<file path="src/design/hsr_pkg.sv">
// Shared constants and types for the stereo cubic Hermite resampler.
package hsr_pkg;

    // Extra bits above the sample width for Horner coefficients and partial sums
    localparam int ACC_GUARD_BITS = 6;

    // Fill status of the job queue between front and back end
    typedef struct packed {
        logic full;
        logic empty;
    } t_q_status;

endpackage

</file>
<file path="src/design/hsr_job_queue.sv">
// Two-entry job queue that decouples the phase front end from the interpolation back end.
module hsr_job_queue #(
    parameter int WIDTH = 8
) (
    input  logic              i_clk,
    input  logic              i_rst_n,
    input  logic              i_push,
    input  logic [WIDTH-1:0]  i_data,
    input  logic              i_pop,
    output logic [WIDTH-1:0]  o_data,
    output hsr_pkg::t_q_status o_status
);

    logic             r_v0;
    logic             r_v1;
    logic [WIDTH-1:0] r_d0;
    logic [WIDTH-1:0] r_d1;

    // head entry sits in slot 0, a second job waits in slot 1
    always_ff @(posedge i_clk) begin
        if (!i_rst_n) begin
            r_v0 <= 1'b0;
            r_v1 <= 1'b0;
        end else if (i_pop && i_push) begin
            if (r_v1) begin
                r_d0 <= r_d1;
                r_d1 <= i_data;
            end else begin
                r_d0 <= i_data;
            end
        end else if (i_pop) begin
            r_d0 <= r_d1;
            r_v0 <= r_v1;
            r_v1 <= 1'b0;
        end else if (i_push) begin
            if (!r_v0) begin
                r_d0 <= i_data;
                r_v0 <= 1'b1;
            end else begin
                r_d1 <= i_data;
                r_v1 <= 1'b1;
            end
        end
    end

    assign o_data         = r_d0;
    assign o_status.full  = r_v1;
    assign o_status.empty = !r_v0;

endmodule

</file>
<file path="src/design/hsr_front.sv">
// Front end: history shift, Hermite coefficients and read-phase stepping into output jobs.
module hsr_front #(
    parameter int SAMPLE_BITS           = 24,
    parameter int PHASE_FRAC_BITS       = 16,
    parameter int MAX_OUTPUTS_PER_INPUT = 16
) (
    input  logic                        i_clk,
    input  logic                        i_rst_n,
    input  logic                        i_valid,
    output logic                        o_ready,
    input  logic signed [SAMPLE_BITS-1:0] i_left,
    input  logic signed [SAMPLE_BITS-1:0] i_right,
    input  logic [PHASE_FRAC_BITS+1:0]  i_step,
    input  hsr_pkg::t_q_status          i_q_status,
    output logic                        o_push,
    output logic [8*(SAMPLE_BITS+hsr_pkg::ACC_GUARD_BITS)+PHASE_FRAC_BITS:0] o_job
);

    localparam int AW = SAMPLE_BITS + hsr_pkg::ACC_GUARD_BITS;
    localparam int PW = PHASE_FRAC_BITS + 3;
    localparam int CW = $clog2(MAX_OUTPUTS_PER_INPUT + 1);
    localparam logic [PW-1:0] PH_ONE = PW'(1) << PHASE_FRAC_BITS;

    typedef enum logic {
        F_IDLE,
        F_GEN
    } t_fstate;

    t_fstate r_state;
    logic signed [SAMPLE_BITS-1:0] r_hl [4];
    logic signed [SAMPLE_BITS-1:0] r_hr [4];
    logic [PHASE_FRAC_BITS+1:0]    r_phase;
    logic [PW-1:0]                 r_acc;
    logic [CW-1:0]                 r_cnt;

    logic [PW-1:0]        n_acc;
    logic                 emit;
    logic                 more;
    logic                 last;
    logic [4*AW-1:0]      coef_l;
    logic [4*AW-1:0]      coef_r;

    // Doubled Hermite coefficients {k3,k2,k1,k0} of one channel, k0 lowest
    function automatic logic [4*AW-1:0] coefs(input logic signed [SAMPLE_BITS-1:0] a,
                                               input logic signed [SAMPLE_BITS-1:0] b,
                                               input logic signed [SAMPLE_BITS-1:0] c,
                                               input logic signed [SAMPLE_BITS-1:0] d);
        logic signed [AW-1:0] ea, eb, ec, ed, k3, k2, k1, k0, bc;
        ea = AW'(a);
        eb = AW'(b);
        ec = AW'(c);
        ed = AW'(d);
        bc = eb - ec;
        k3 = (ed - ea) + bc + (bc <<< 1);
        k2 = (ea <<< 1) - (eb <<< 2) - eb + (ec <<< 2) - ed;
        k1 = ec - ea;
        k0 = eb <<< 1;
        return {k3, k2, k1, k0};
    endfunction

    assign coef_l = coefs(r_hl[0], r_hl[1], r_hl[2], r_hl[3]);
    assign coef_r = coefs(r_hr[0], r_hr[1], r_hr[2], r_hr[3]);

    // one output per cycle while phase < 1, under the cap and while the job queue is not full
    assign more   = (r_acc < PH_ONE) && (r_cnt < CW'(MAX_OUTPUTS_PER_INPUT));
    assign emit   = (r_state == F_GEN) && more && !i_q_status.full;
    assign n_acc  = r_acc + PW'(i_step);
    assign last   = (n_acc >= PH_ONE) || (r_cnt == CW'(MAX_OUTPUTS_PER_INPUT - 1));

    assign o_ready = (r_state == F_IDLE);
    assign o_push  = emit;
    assign o_job   = {last, r_acc[PHASE_FRAC_BITS-1:0], coef_r, coef_l};

    always_ff @(posedge i_clk) begin
        if (!i_rst_n) begin
            r_state <= F_IDLE;
            r_phase <= '0;
            r_acc   <= '0;
            r_cnt   <= '0;
            for (int i = 0; i < 4; i++) begin
                r_hl[i] <= '0;
                r_hr[i] <= '0;
            end
        end else begin
            unique case (r_state)
                F_IDLE: begin
                    if (i_valid) begin
                        for (int i = 0; i < 3; i++) begin
                            r_hl[i] <= r_hl[i+1];
                            r_hr[i] <= r_hr[i+1];
                        end
                        r_hl[3] <= i_left;
                        r_hr[3] <= i_right;
                        r_acc   <= PW'(r_phase);
                        r_cnt   <= '0;
                        r_state <= F_GEN;
                    end
                end
                F_GEN: begin
                    if (!more) begin
                        // wrap phase by one, or restart at zero when the cap cut it short
                        if (r_acc >= PH_ONE) begin
                            r_phase <= (PHASE_FRAC_BITS+2)'(r_acc - PH_ONE);
                        end else begin
                            r_phase <= '0;
                        end
                        r_state <= F_IDLE;
                    end else if (emit) begin
                        r_acc <= n_acc;
                        r_cnt <= r_cnt + CW'(1);
                    end
                end
                default: r_state <= F_IDLE;
            endcase
        end
    end

endmodule

</file>
<file path="src/design/hsr_back.sv">
// Back end: three-step Horner evaluation per channel, rounding, saturation and output register.
module hsr_back #(
    parameter int SAMPLE_BITS     = 24,
    parameter int PHASE_FRAC_BITS = 16
) (
    input  logic                        i_clk,
    input  logic                        i_rst_n,
    input  hsr_pkg::t_q_status          i_q_status,
    input  logic [8*(SAMPLE_BITS+hsr_pkg::ACC_GUARD_BITS)+PHASE_FRAC_BITS:0] i_job,
    output logic                        o_pop,
    output logic                        o_valid,
    input  logic                        i_ready,
    output logic [SAMPLE_BITS-1:0]      o_left,
    output logic [SAMPLE_BITS-1:0]      o_right,
    output logic                        o_last
);

    localparam int AW  = SAMPLE_BITS + hsr_pkg::ACC_GUARD_BITS;
    localparam int PF  = PHASE_FRAC_BITS;
    localparam int MW  = AW + PF + 1;
    localparam logic signed [AW-1:0] SMAX = {{(AW-SAMPLE_BITS+1){1'b0}}, {(SAMPLE_BITS-1){1'b1}}};
    localparam logic signed [AW-1:0] SMIN = ~SMAX;

    typedef enum logic [1:0] {
        B_IDLE,
        B_MUL,
        B_ADD,
        B_OUT
    } t_bstate;

    t_bstate              r_state;
    logic [1:0]           r_step;
    logic [8*AW-1:0]      r_coef;
    logic [PF-1:0]        r_f;
    logic                 r_last;
    logic signed [AW-1:0] r_acc_l;
    logic signed [AW-1:0] r_acc_r;
    logic signed [MW-1:0] r_prod_l;
    logic signed [MW-1:0] r_prod_r;
    logic                 r_ovalid;
    logic [SAMPLE_BITS-1:0] r_oleft;
    logic [SAMPLE_BITS-1:0] r_oright;
    logic                 r_olast;

    logic signed [AW-1:0] k_l;
    logic signed [AW-1:0] k_r;
    logic signed [MW-1:0] sh_l;
    logic signed [MW-1:0] sh_r;
    logic [SAMPLE_BITS-1:0] res_l;
    logic [SAMPLE_BITS-1:0] res_r;
    logic                 out_free;

    // Round half up by one bit, then clamp to the sample range
    function automatic logic [SAMPLE_BITS-1:0] finish(input logic signed [AW-1:0] t);
        logic signed [AW-1:0] h;
        h = (t + AW'(1)) >>> 1;
        if (h > SMAX) begin
            h = SMAX;
        end else if (h < SMIN) begin
            h = SMIN;
        end
        return h[SAMPLE_BITS-1:0];
    endfunction

    // coefficient added after each product: k2, k1, k0
    always_comb begin
        case (r_step)
            2'd0:    begin k_l = r_coef[2*AW +: AW]; k_r = r_coef[6*AW +: AW]; end
            2'd1:    begin k_l = r_coef[1*AW +: AW]; k_r = r_coef[5*AW +: AW]; end
            default: begin k_l = r_coef[0 +: AW];    k_r = r_coef[4*AW +: AW]; end
        endcase
    end

    assign sh_l     = r_prod_l >>> PF;
    assign sh_r     = r_prod_r >>> PF;
    assign res_l    = finish(r_acc_l);
    assign res_r    = finish(r_acc_r);
    assign out_free = !r_ovalid || i_ready;
    assign o_pop    = (r_state == B_IDLE) && !i_q_status.empty;

    always_ff @(posedge i_clk) begin
        if (!i_rst_n) begin
            r_state  <= B_IDLE;
            r_step   <= '0;
            r_ovalid <= 1'b0;
        end else begin
            // drop the output beat once taken, unless a new one is loaded now
            if (r_ovalid && i_ready && (r_state != B_OUT)) begin
                r_ovalid <= 1'b0;
            end
            unique case (r_state)
                B_IDLE: begin
                    if (!i_q_status.empty) begin
                        r_coef  <= i_job[8*AW-1:0];
                        r_f     <= i_job[8*AW +: PF];
                        r_last  <= i_job[8*AW+PF];
                        r_acc_l <= i_job[3*AW +: AW];
                        r_acc_r <= i_job[7*AW +: AW];
                        r_step  <= '0;
                        r_state <= B_MUL;
                    end
                end
                B_MUL: begin
                    r_prod_l <= MW'(r_acc_l) * MW'($signed({1'b0, r_f}));
                    r_prod_r <= MW'(r_acc_r) * MW'($signed({1'b0, r_f}));
                    r_state  <= B_ADD;
                end
                B_ADD: begin
                    r_acc_l <= sh_l[AW-1:0] + k_l;
                    r_acc_r <= sh_r[AW-1:0] + k_r;
                    if (r_step == 2'd2) begin
                        r_state <= B_OUT;
                    end else begin
                        r_step  <= r_step + 2'd1;
                        r_state <= B_MUL;
                    end
                end
                B_OUT: begin
                    if (out_free) begin
                        r_ovalid <= 1'b1;
                        r_oleft  <= res_l;
                        r_oright <= res_r;
                        r_olast  <= r_last;
                        r_state  <= B_IDLE;
                    end
                end
                default: r_state <= B_IDLE;
            endcase
        end
    end

    assign o_valid = r_ovalid;
    assign o_left  = r_oleft;
    assign o_right = r_oright;
    assign o_last  = r_olast;

endmodule

</file>
<file path="src/design/hermite_stereo_resampler.sv">
// Top level of the stereo 4-point cubic Hermite sample-rate converter.
//
// Slave stream (i_s_*): one beat carries a left/right input sample pair.
// Master stream (o_m_*): zero to MAX_OUTPUTS_PER_INPUT beats per input beat,
// each an interpolated, saturated left/right pair; tlast marks the final
// beat caused by one input beat. Config channel (i_cfg_*): step ratio in
// unsigned Q2.PHASE_FRAC_BITS, to be written only while the block is idle (the block does not enforce this).
// Each result passes the front end, the job queue and the back end, where
// it takes three Horner multiply/add steps on one multiplier per channel,
// plus load and output; the back end finishes one result before it pops
// the next job, and a beat with no result stays in the front end. The
// front end takes a new input once it has queued all jobs of the previous
// beat.
// Reset clears history, phase and queue and loads a step ratio of 1.0.
// A stalled receiver holds the output register; the job queue then fills
// and the front end, and with it i_s_tready, waits.
module hermite_stereo_resampler #(
    parameter int SAMPLE_BITS           = 24,
    parameter int PHASE_FRAC_BITS       = 16,
    parameter int MAX_OUTPUTS_PER_INPUT = 16
) (
    input  logic                         i_clk,
    input  logic                         i_rst_n,
    // config write channel
    input  logic                         i_cfg_valid,
    output logic                         o_cfg_ready,
    input  logic [PHASE_FRAC_BITS+1:0]   i_cfg_data,
    // input stream
    input  logic                         i_s_tvalid,
    output logic                         o_s_tready,
    input  logic [((2*SAMPLE_BITS+7)/8)*8-1:0] i_s_tdata, // left_sample, right_sample
    // output stream
    output logic                         o_m_tvalid,
    input  logic                         i_m_tready,
    output logic [((2*SAMPLE_BITS+7)/8)*8-1:0] o_m_tdata, // left_out, right_out
    output logic                         o_m_tlast
);

    localparam int TW    = ((2*SAMPLE_BITS+7)/8)*8;
    localparam int AW    = SAMPLE_BITS + hsr_pkg::ACC_GUARD_BITS;
    localparam int JW    = 8*AW + PHASE_FRAC_BITS + 1;
    localparam int STW   = PHASE_FRAC_BITS + 2;

    logic [STW-1:0]          r_step;
    logic                    q_push;
    logic                    q_pop;
    logic [JW-1:0]           job_in;
    logic [JW-1:0]           job_out;
    hsr_pkg::t_q_status      q_status;
    logic [SAMPLE_BITS-1:0]  out_l;
    logic [SAMPLE_BITS-1:0]  out_r;

    // step ratio register
    always_ff @(posedge i_clk) begin
        if (!i_rst_n) begin
            r_step <= STW'(1) << PHASE_FRAC_BITS;
        end else if (i_cfg_valid) begin
            r_step <= i_cfg_data;
        end
    end
    assign o_cfg_ready = 1'b1;

    hsr_front #(
        .SAMPLE_BITS           (SAMPLE_BITS),
        .PHASE_FRAC_BITS       (PHASE_FRAC_BITS),
        .MAX_OUTPUTS_PER_INPUT (MAX_OUTPUTS_PER_INPUT)
    ) u_front (
        .i_clk      (i_clk),
        .i_rst_n    (i_rst_n),
        .i_valid    (i_s_tvalid),
        .o_ready    (o_s_tready),
        .i_left     (i_s_tdata[SAMPLE_BITS-1:0]),
        .i_right    (i_s_tdata[2*SAMPLE_BITS-1:SAMPLE_BITS]),
        .i_step     (r_step),
        .i_q_status (q_status),
        .o_push     (q_push),
        .o_job      (job_in)
    );

    hsr_job_queue #(
        .WIDTH (JW)
    ) u_queue (
        .i_clk    (i_clk),
        .i_rst_n  (i_rst_n),
        .i_push   (q_push),
        .i_data   (job_in),
        .i_pop    (q_pop),
        .o_data   (job_out),
        .o_status (q_status)
    );

    hsr_back #(
        .SAMPLE_BITS     (SAMPLE_BITS),
        .PHASE_FRAC_BITS (PHASE_FRAC_BITS)
    ) u_back (
        .i_clk      (i_clk),
        .i_rst_n    (i_rst_n),
        .i_q_status (q_status),
        .i_job      (job_out),
        .o_pop      (q_pop),
        .o_valid    (o_m_tvalid),
        .i_ready    (i_m_tready),
        .o_left     (out_l),
        .o_right    (out_r),
        .o_last     (o_m_tlast)
    );

    assign o_m_tdata = TW'({out_r, out_l});

    // queue never overflows or underflows
    a_no_push_full: assert property (@(posedge i_clk) disable iff (!i_rst_n)
        q_push |-> !q_status.full) else $error("job pushed into full queue");

    a_no_pop_empty: assert property (@(posedge i_clk) disable iff (!i_rst_n)
        q_pop |-> !q_status.empty) else $error("job popped from empty queue");

    // front end is busy in the cycle after taking a beat
    a_front_busy: assert property (@(posedge i_clk) disable iff (!i_rst_n)
        (i_s_tvalid && o_s_tready) |=> !o_s_tready) else $error("front end took two beats");

endmodule
</file>
<file path="config.mk">
export PLATFORM = sky130hd
export DESIGN_NAME = hermite_stereo_resampler
export DESIGN_NICKNAME = d
export VERILOG_FILES = /design/src/design/hsr_pkg.sv /design/src/design/hsr_job_queue.sv /design/src/design/hsr_front.sv /design/src/design/hsr_back.sv /design/src/design/hermite_stereo_resampler.sv
export SDC_FILE = /design/constraint.sdc
export NUM_CORES = 2
export LEC_CHECK = 0
export ABC_AREA = 1
export BUFFER_PORTS_ARGS = -buffer_cell sky130_fd_sc_hd__buf_2
export CAP_MARGIN = 20
export CORE_ASPECT_RATIO = 1.25
export CORE_UTILIZATION = 65
export CTS_CLUSTER_DIAMETER = 50
export CTS_CLUSTER_SIZE = 8
export DETAILED_ROUTE_END_ITERATION = 12
export MAX_ROUTING_LAYER = met4
export PLACE_DENSITY_LB_ADDON = 0.05
export SETUP_SLACK_MARGIN = 0.1
export SLEW_MARGIN = 20
export SYNTH_ARGS = -nofsm -noshare
export SYNTH_HDL_FRONTEND = slang
export SYNTH_HIERARCHICAL = 1
export SYNTH_SLANG_ARGS = --single-unit
export TNS_END_PERCENT = 10
</file>
<file path="constraint.sdc">
create_clock -name i_clk -period 54.5 [get_ports i_clk]
set_input_delay 10.9 -clock i_clk [delete_from_list [all_inputs] [get_ports i_clk]]
set_output_delay 10.9 -clock i_clk [all_outputs]
set_load 0.02 [all_outputs]
</file>
==> metrics.md <==
| Metric | Value |
|---|---|
| Status | complete, no violations |
| Layout net count | around 15k |
| Vias in the first global route | between 80k and 90k |
| Drt initial violations | just over 8k |
| Antenna viol nets, final | 0 |
| Gate family responsible for the most delay along the worst path | buffers and inverters |
| Synthesized cell area | 110000 um^2 |
| Top cell by count, worst path | buf_4 |
| TritonCTS clock tree | built |
| Worst Max-Slew Pin Slew | 1.17 ns |
| IO buf count | between 100 and 150 |
| Worst slew margin | 0.220 |
| Fmax achieved | approximately 71 MHz |
| Worst reg2reg path endpoint | u_back/r_prod_l[43]$_DFFE_PP_ |
| Final Util | 0.694 |
| Register-to-Register Path Depth | 21 |
| TritonRoute pass-1 iters | 9 |
| Antenna violations before repair | 3 |
| Multi-input gate area | approximately 63000 um^2 |
| Clock Sinks | 1140 |
| Worst-path clk slew | roughly 0.050 ns |
| FP Rows | ~170 |
| Yosys warns | 6 |
| Total track usage | 0.387 |
| # H-tree levels | 4 |
| Gpl congestion | between 1 and 1.5 |
| Total grt overflow | 0 |
| First-pass GRT wire length | roughly 490000 um |
| # hold bufs at CTS | 0 |
| Critical Path AT | around 15 ns |
| DIE AREA | about 170000 um^2 |
| CP max-delay cell | buf_4 |
| Setup crit end | u_back/r_coef[164]$_DFFE_PP_ |
| CTS max path bufs | 3 |
| Worst-path fanout max | 77 |
| DR vias | just under 90k |
| Period minus WS final | ~14 ns |
| Slew Limit Fails | 0 |
| Largest cells by area after synthesis | edfxtp_1, fa_1, nand2_1 |
| Starting Density | 0.655 |
| Sequential element share of the synthesized area | 0.305 |
| Die Y | between 400 and 500 um |
| Setup WS post-layout | approximately 40 ns |
| Max stage delay on crit path | between 0.8 and 0.9 ns |
| Worst Path Buf+Inv | 6 |
| Largest net degree at the start of global routing | roughly 240 |
| Most used DFF post-synth | edfxtp_1 |
| Sequential Area | 33600 um^2 |
| Post-CTS sizing | 0 |
| Final setup skew | slightly below 0.08 ns |
| Worst path cell trace | buf_2 -> buf_4 -> clkinv_1 -> nor4_2 -> buf_4 -> buf_4 -> buf_4 |
| Biggest area consumer among synthesized cells | edfxtp_1 |
| Number of max-cap violations | 0 |
| Pre-CTS setup slack | 39.59 ns |
| Post-Synthesis Cells | around 13k |
| Hpwl dp | 243000 um |
| Vias/cell | around 5.8 |
| Post-Route WL | roughly 320000 um |
| EDFF count, synth | between 1k and 1.5k |
| Worst endpoint required time | ~55 ns |
| Filler instances | 13.2k |
| Synth top area share | 0.293 |
| Layout area overhead | 5.89% |
| Clock latency on the worst-skew pair | 0.85 ns |
| Post-synthesis async set-or-reset flop share | 0 |
| DIE WIDTH | about 370 um |
| CTS buffer count | ~170 |
| Crit. End Element | flip-flop |
| Unrepaired setup endpoints after global routing | false |
| Post-Syn Area per Cell | roughly 8.4 um^2 |
| I/O Pins | between 100 and 150 |
| WS Path Type | in -> reg |
| Final Cycle Share | 0.259 |
| Drt drc | 0 |
| Post-synthesis register bit count | between 1k and 1.5k |
| Critical Path Start | i_rst_n |
| Worst Setup Start Kind | input pin |
| Final setup viols | 0 |
| Fin. Hold Viols | 0 |
| Flop-to-flop setup slack | approximately 47 ns |
| Worst hold path class | reg -> reg |
| WL per Instance | about 21 um |
| Ratio of cells with drive above 1 in the final layout | 0.0551 |
| WP depth | 7 |
| Distinct cells, synth | 65 |
| Setup Fix Bufs, Post-CTS | 0 |
| Commonest non-fill, non-tap cells in the layout | nand2_1, inv_1, fa_1 |
| Commonest non-fill, non-tap cell in the layout | nand2_1 |
| Setup TNS | 0 ns |
| Reg2reg start | u_back/r_f[11]$_DFFE_PP_ |
| CTS root buf | clkbuf_16 |
| Core ar. | between 150000 and 200000 um^2 |
-- routing by layer --
layer / up-vias / track usage / share of wire
met5: - / - / 0
met4: 0 / 0.197 / 0.058
met3: 1025 / 0.0573 / 0.076
met2: 4164 / 0.634 / 0.49
met1: 42800 / 0.467 / 0.38
li1: 40300 / - / -
-- cell type report --
cell class | instances | area share
antenna | 2 | 0.0000430
clock buffer | 217 | 0.0389
multi-input combinational | 8534 | 0.538
sequential | 1140 | 0.288
inverter | 2933 | 0.0949
timing repair buffer | 210 | 0.0114
tap | 2210 | 0.0237
clock inverter | 34 | 0.00491
-- cells by family (layout without fill, tap and decap cells) --
family                   Yosys count  in the layout  share of synthesized area
AO/OA/AOI/OAI                   1424           1424                     0.0897
XOR/XNOR                         280            280                     0.0224
adder cells (fa/ha/maj)         1675           1675                      0.269
buffers and inverters           3459           3394                      0.126
flip-flops                      1140           1140                      0.305
other                              2              5                  0.0000683
AND/OR/NAND/NOR                 5152           5152                      0.188
-- sequential cells by signal (all words and copies together), names as in the netlist, 2 cells and up --
| signal | flops |
|---|---|
| r_step | 18 |
| u_back/r_step | 2 |
| u_back/r_f | 16 |
| u_back/r_prod_r | 30 |
| u_front/r_hl | 96 |
| u_back/r_prod_l | 30 |
| u_front/r_cnt | 5 |
| u_back/o_right | 24 |
| u_back/r_acc_l | 30 |
| u_front/r_hr | 96 |
| u_queue/o_data | 257 |
| u_back/o_left | 24 |
| u_front/r_phase | 18 |
| u_back/r_acc_r | 30 |
| u_back/r_state | 2 |
| u_queue/r_d1 | 257 |
| u_front/r_acc | 19 |
| u_back/r_coef | 180 |
-- synthesized netlist by cell type (all sizes together) (58+ instances only) --
cell	instances
inv	2931
dfxtp	68
nor2	783
nand4	97
buf	318
nand2	3702
a21oi	467
o21bai	58
ha	523
edfxtp	1072
nor3	99
xnor2	118
fa	1152
o21ai	273
nand3	403
o211ai	523
clkbuf	208
xor2	162
-- worst min path at each step --
stage	from	to	slack, ns	cells past startpoint
CTS	u_queue/o_data[149]$_DFFE_PP_	u_back/r_coef[149]$_DFFE_PP_	0.36	0
global route	u_queue/o_data[149]$_DFFE_PP_	u_back/r_coef[149]$_DFFE_PP_	0.38	0
detailed placement	u_queue/o_data[14]$_DFFE_PP_	u_back/r_coef[14]$_DFFE_PP_	0.40	0
global placement	u_queue/o_data[144]$_DFFE_PP_	u_back/r_coef[144]$_DFFE_PP_	0.40	0
floorplan	u_back/r_last$_DFFE_PP_	u_back/o_last$_DFFE_PP_	0.40	0
finish	u_queue/o_data[153]$_DFFE_PP_	u_back/r_coef[153]$_DFFE_PP_	0.37	0
-- worst register-to-register path: stages (launching register included) --
cell      delay (ns)
edfxtp_1        0.94
buf_4           0.73
nand2_1         0.35
inv_1           0.16
fa_1            0.53
fa_1            0.59
inv_1           0.06
fa_1            0.52
fa_1            0.57
inv_1           0.06
fa_1            0.53
inv_1           0.05
fa_1            0.54
inv_1           0.04
ha_1            0.37
nand2_1         0.11
nor2_1          0.22
nand2_1         0.14
nor2_1          0.14
nand3_1         0.17
nand4_1         0.14
nand2_1         0.12
-- stage by stage --
stage,cell area [um^2],hold WS [ns],instances
6_report,116000,0.375,15300
5_1_grt,116000,0.381,15300
4_1_cts,116000,0.363,15300
3_5_place_dp,111000,0.405,15000
3_3_place_gp,111000,0.401,15000
2_1_floorplan,110000,0.400,13100
Power is left out: the tool's default activity adds up to more than one toggle a clock period on the data nets, which glitch-free logic cannot reach.
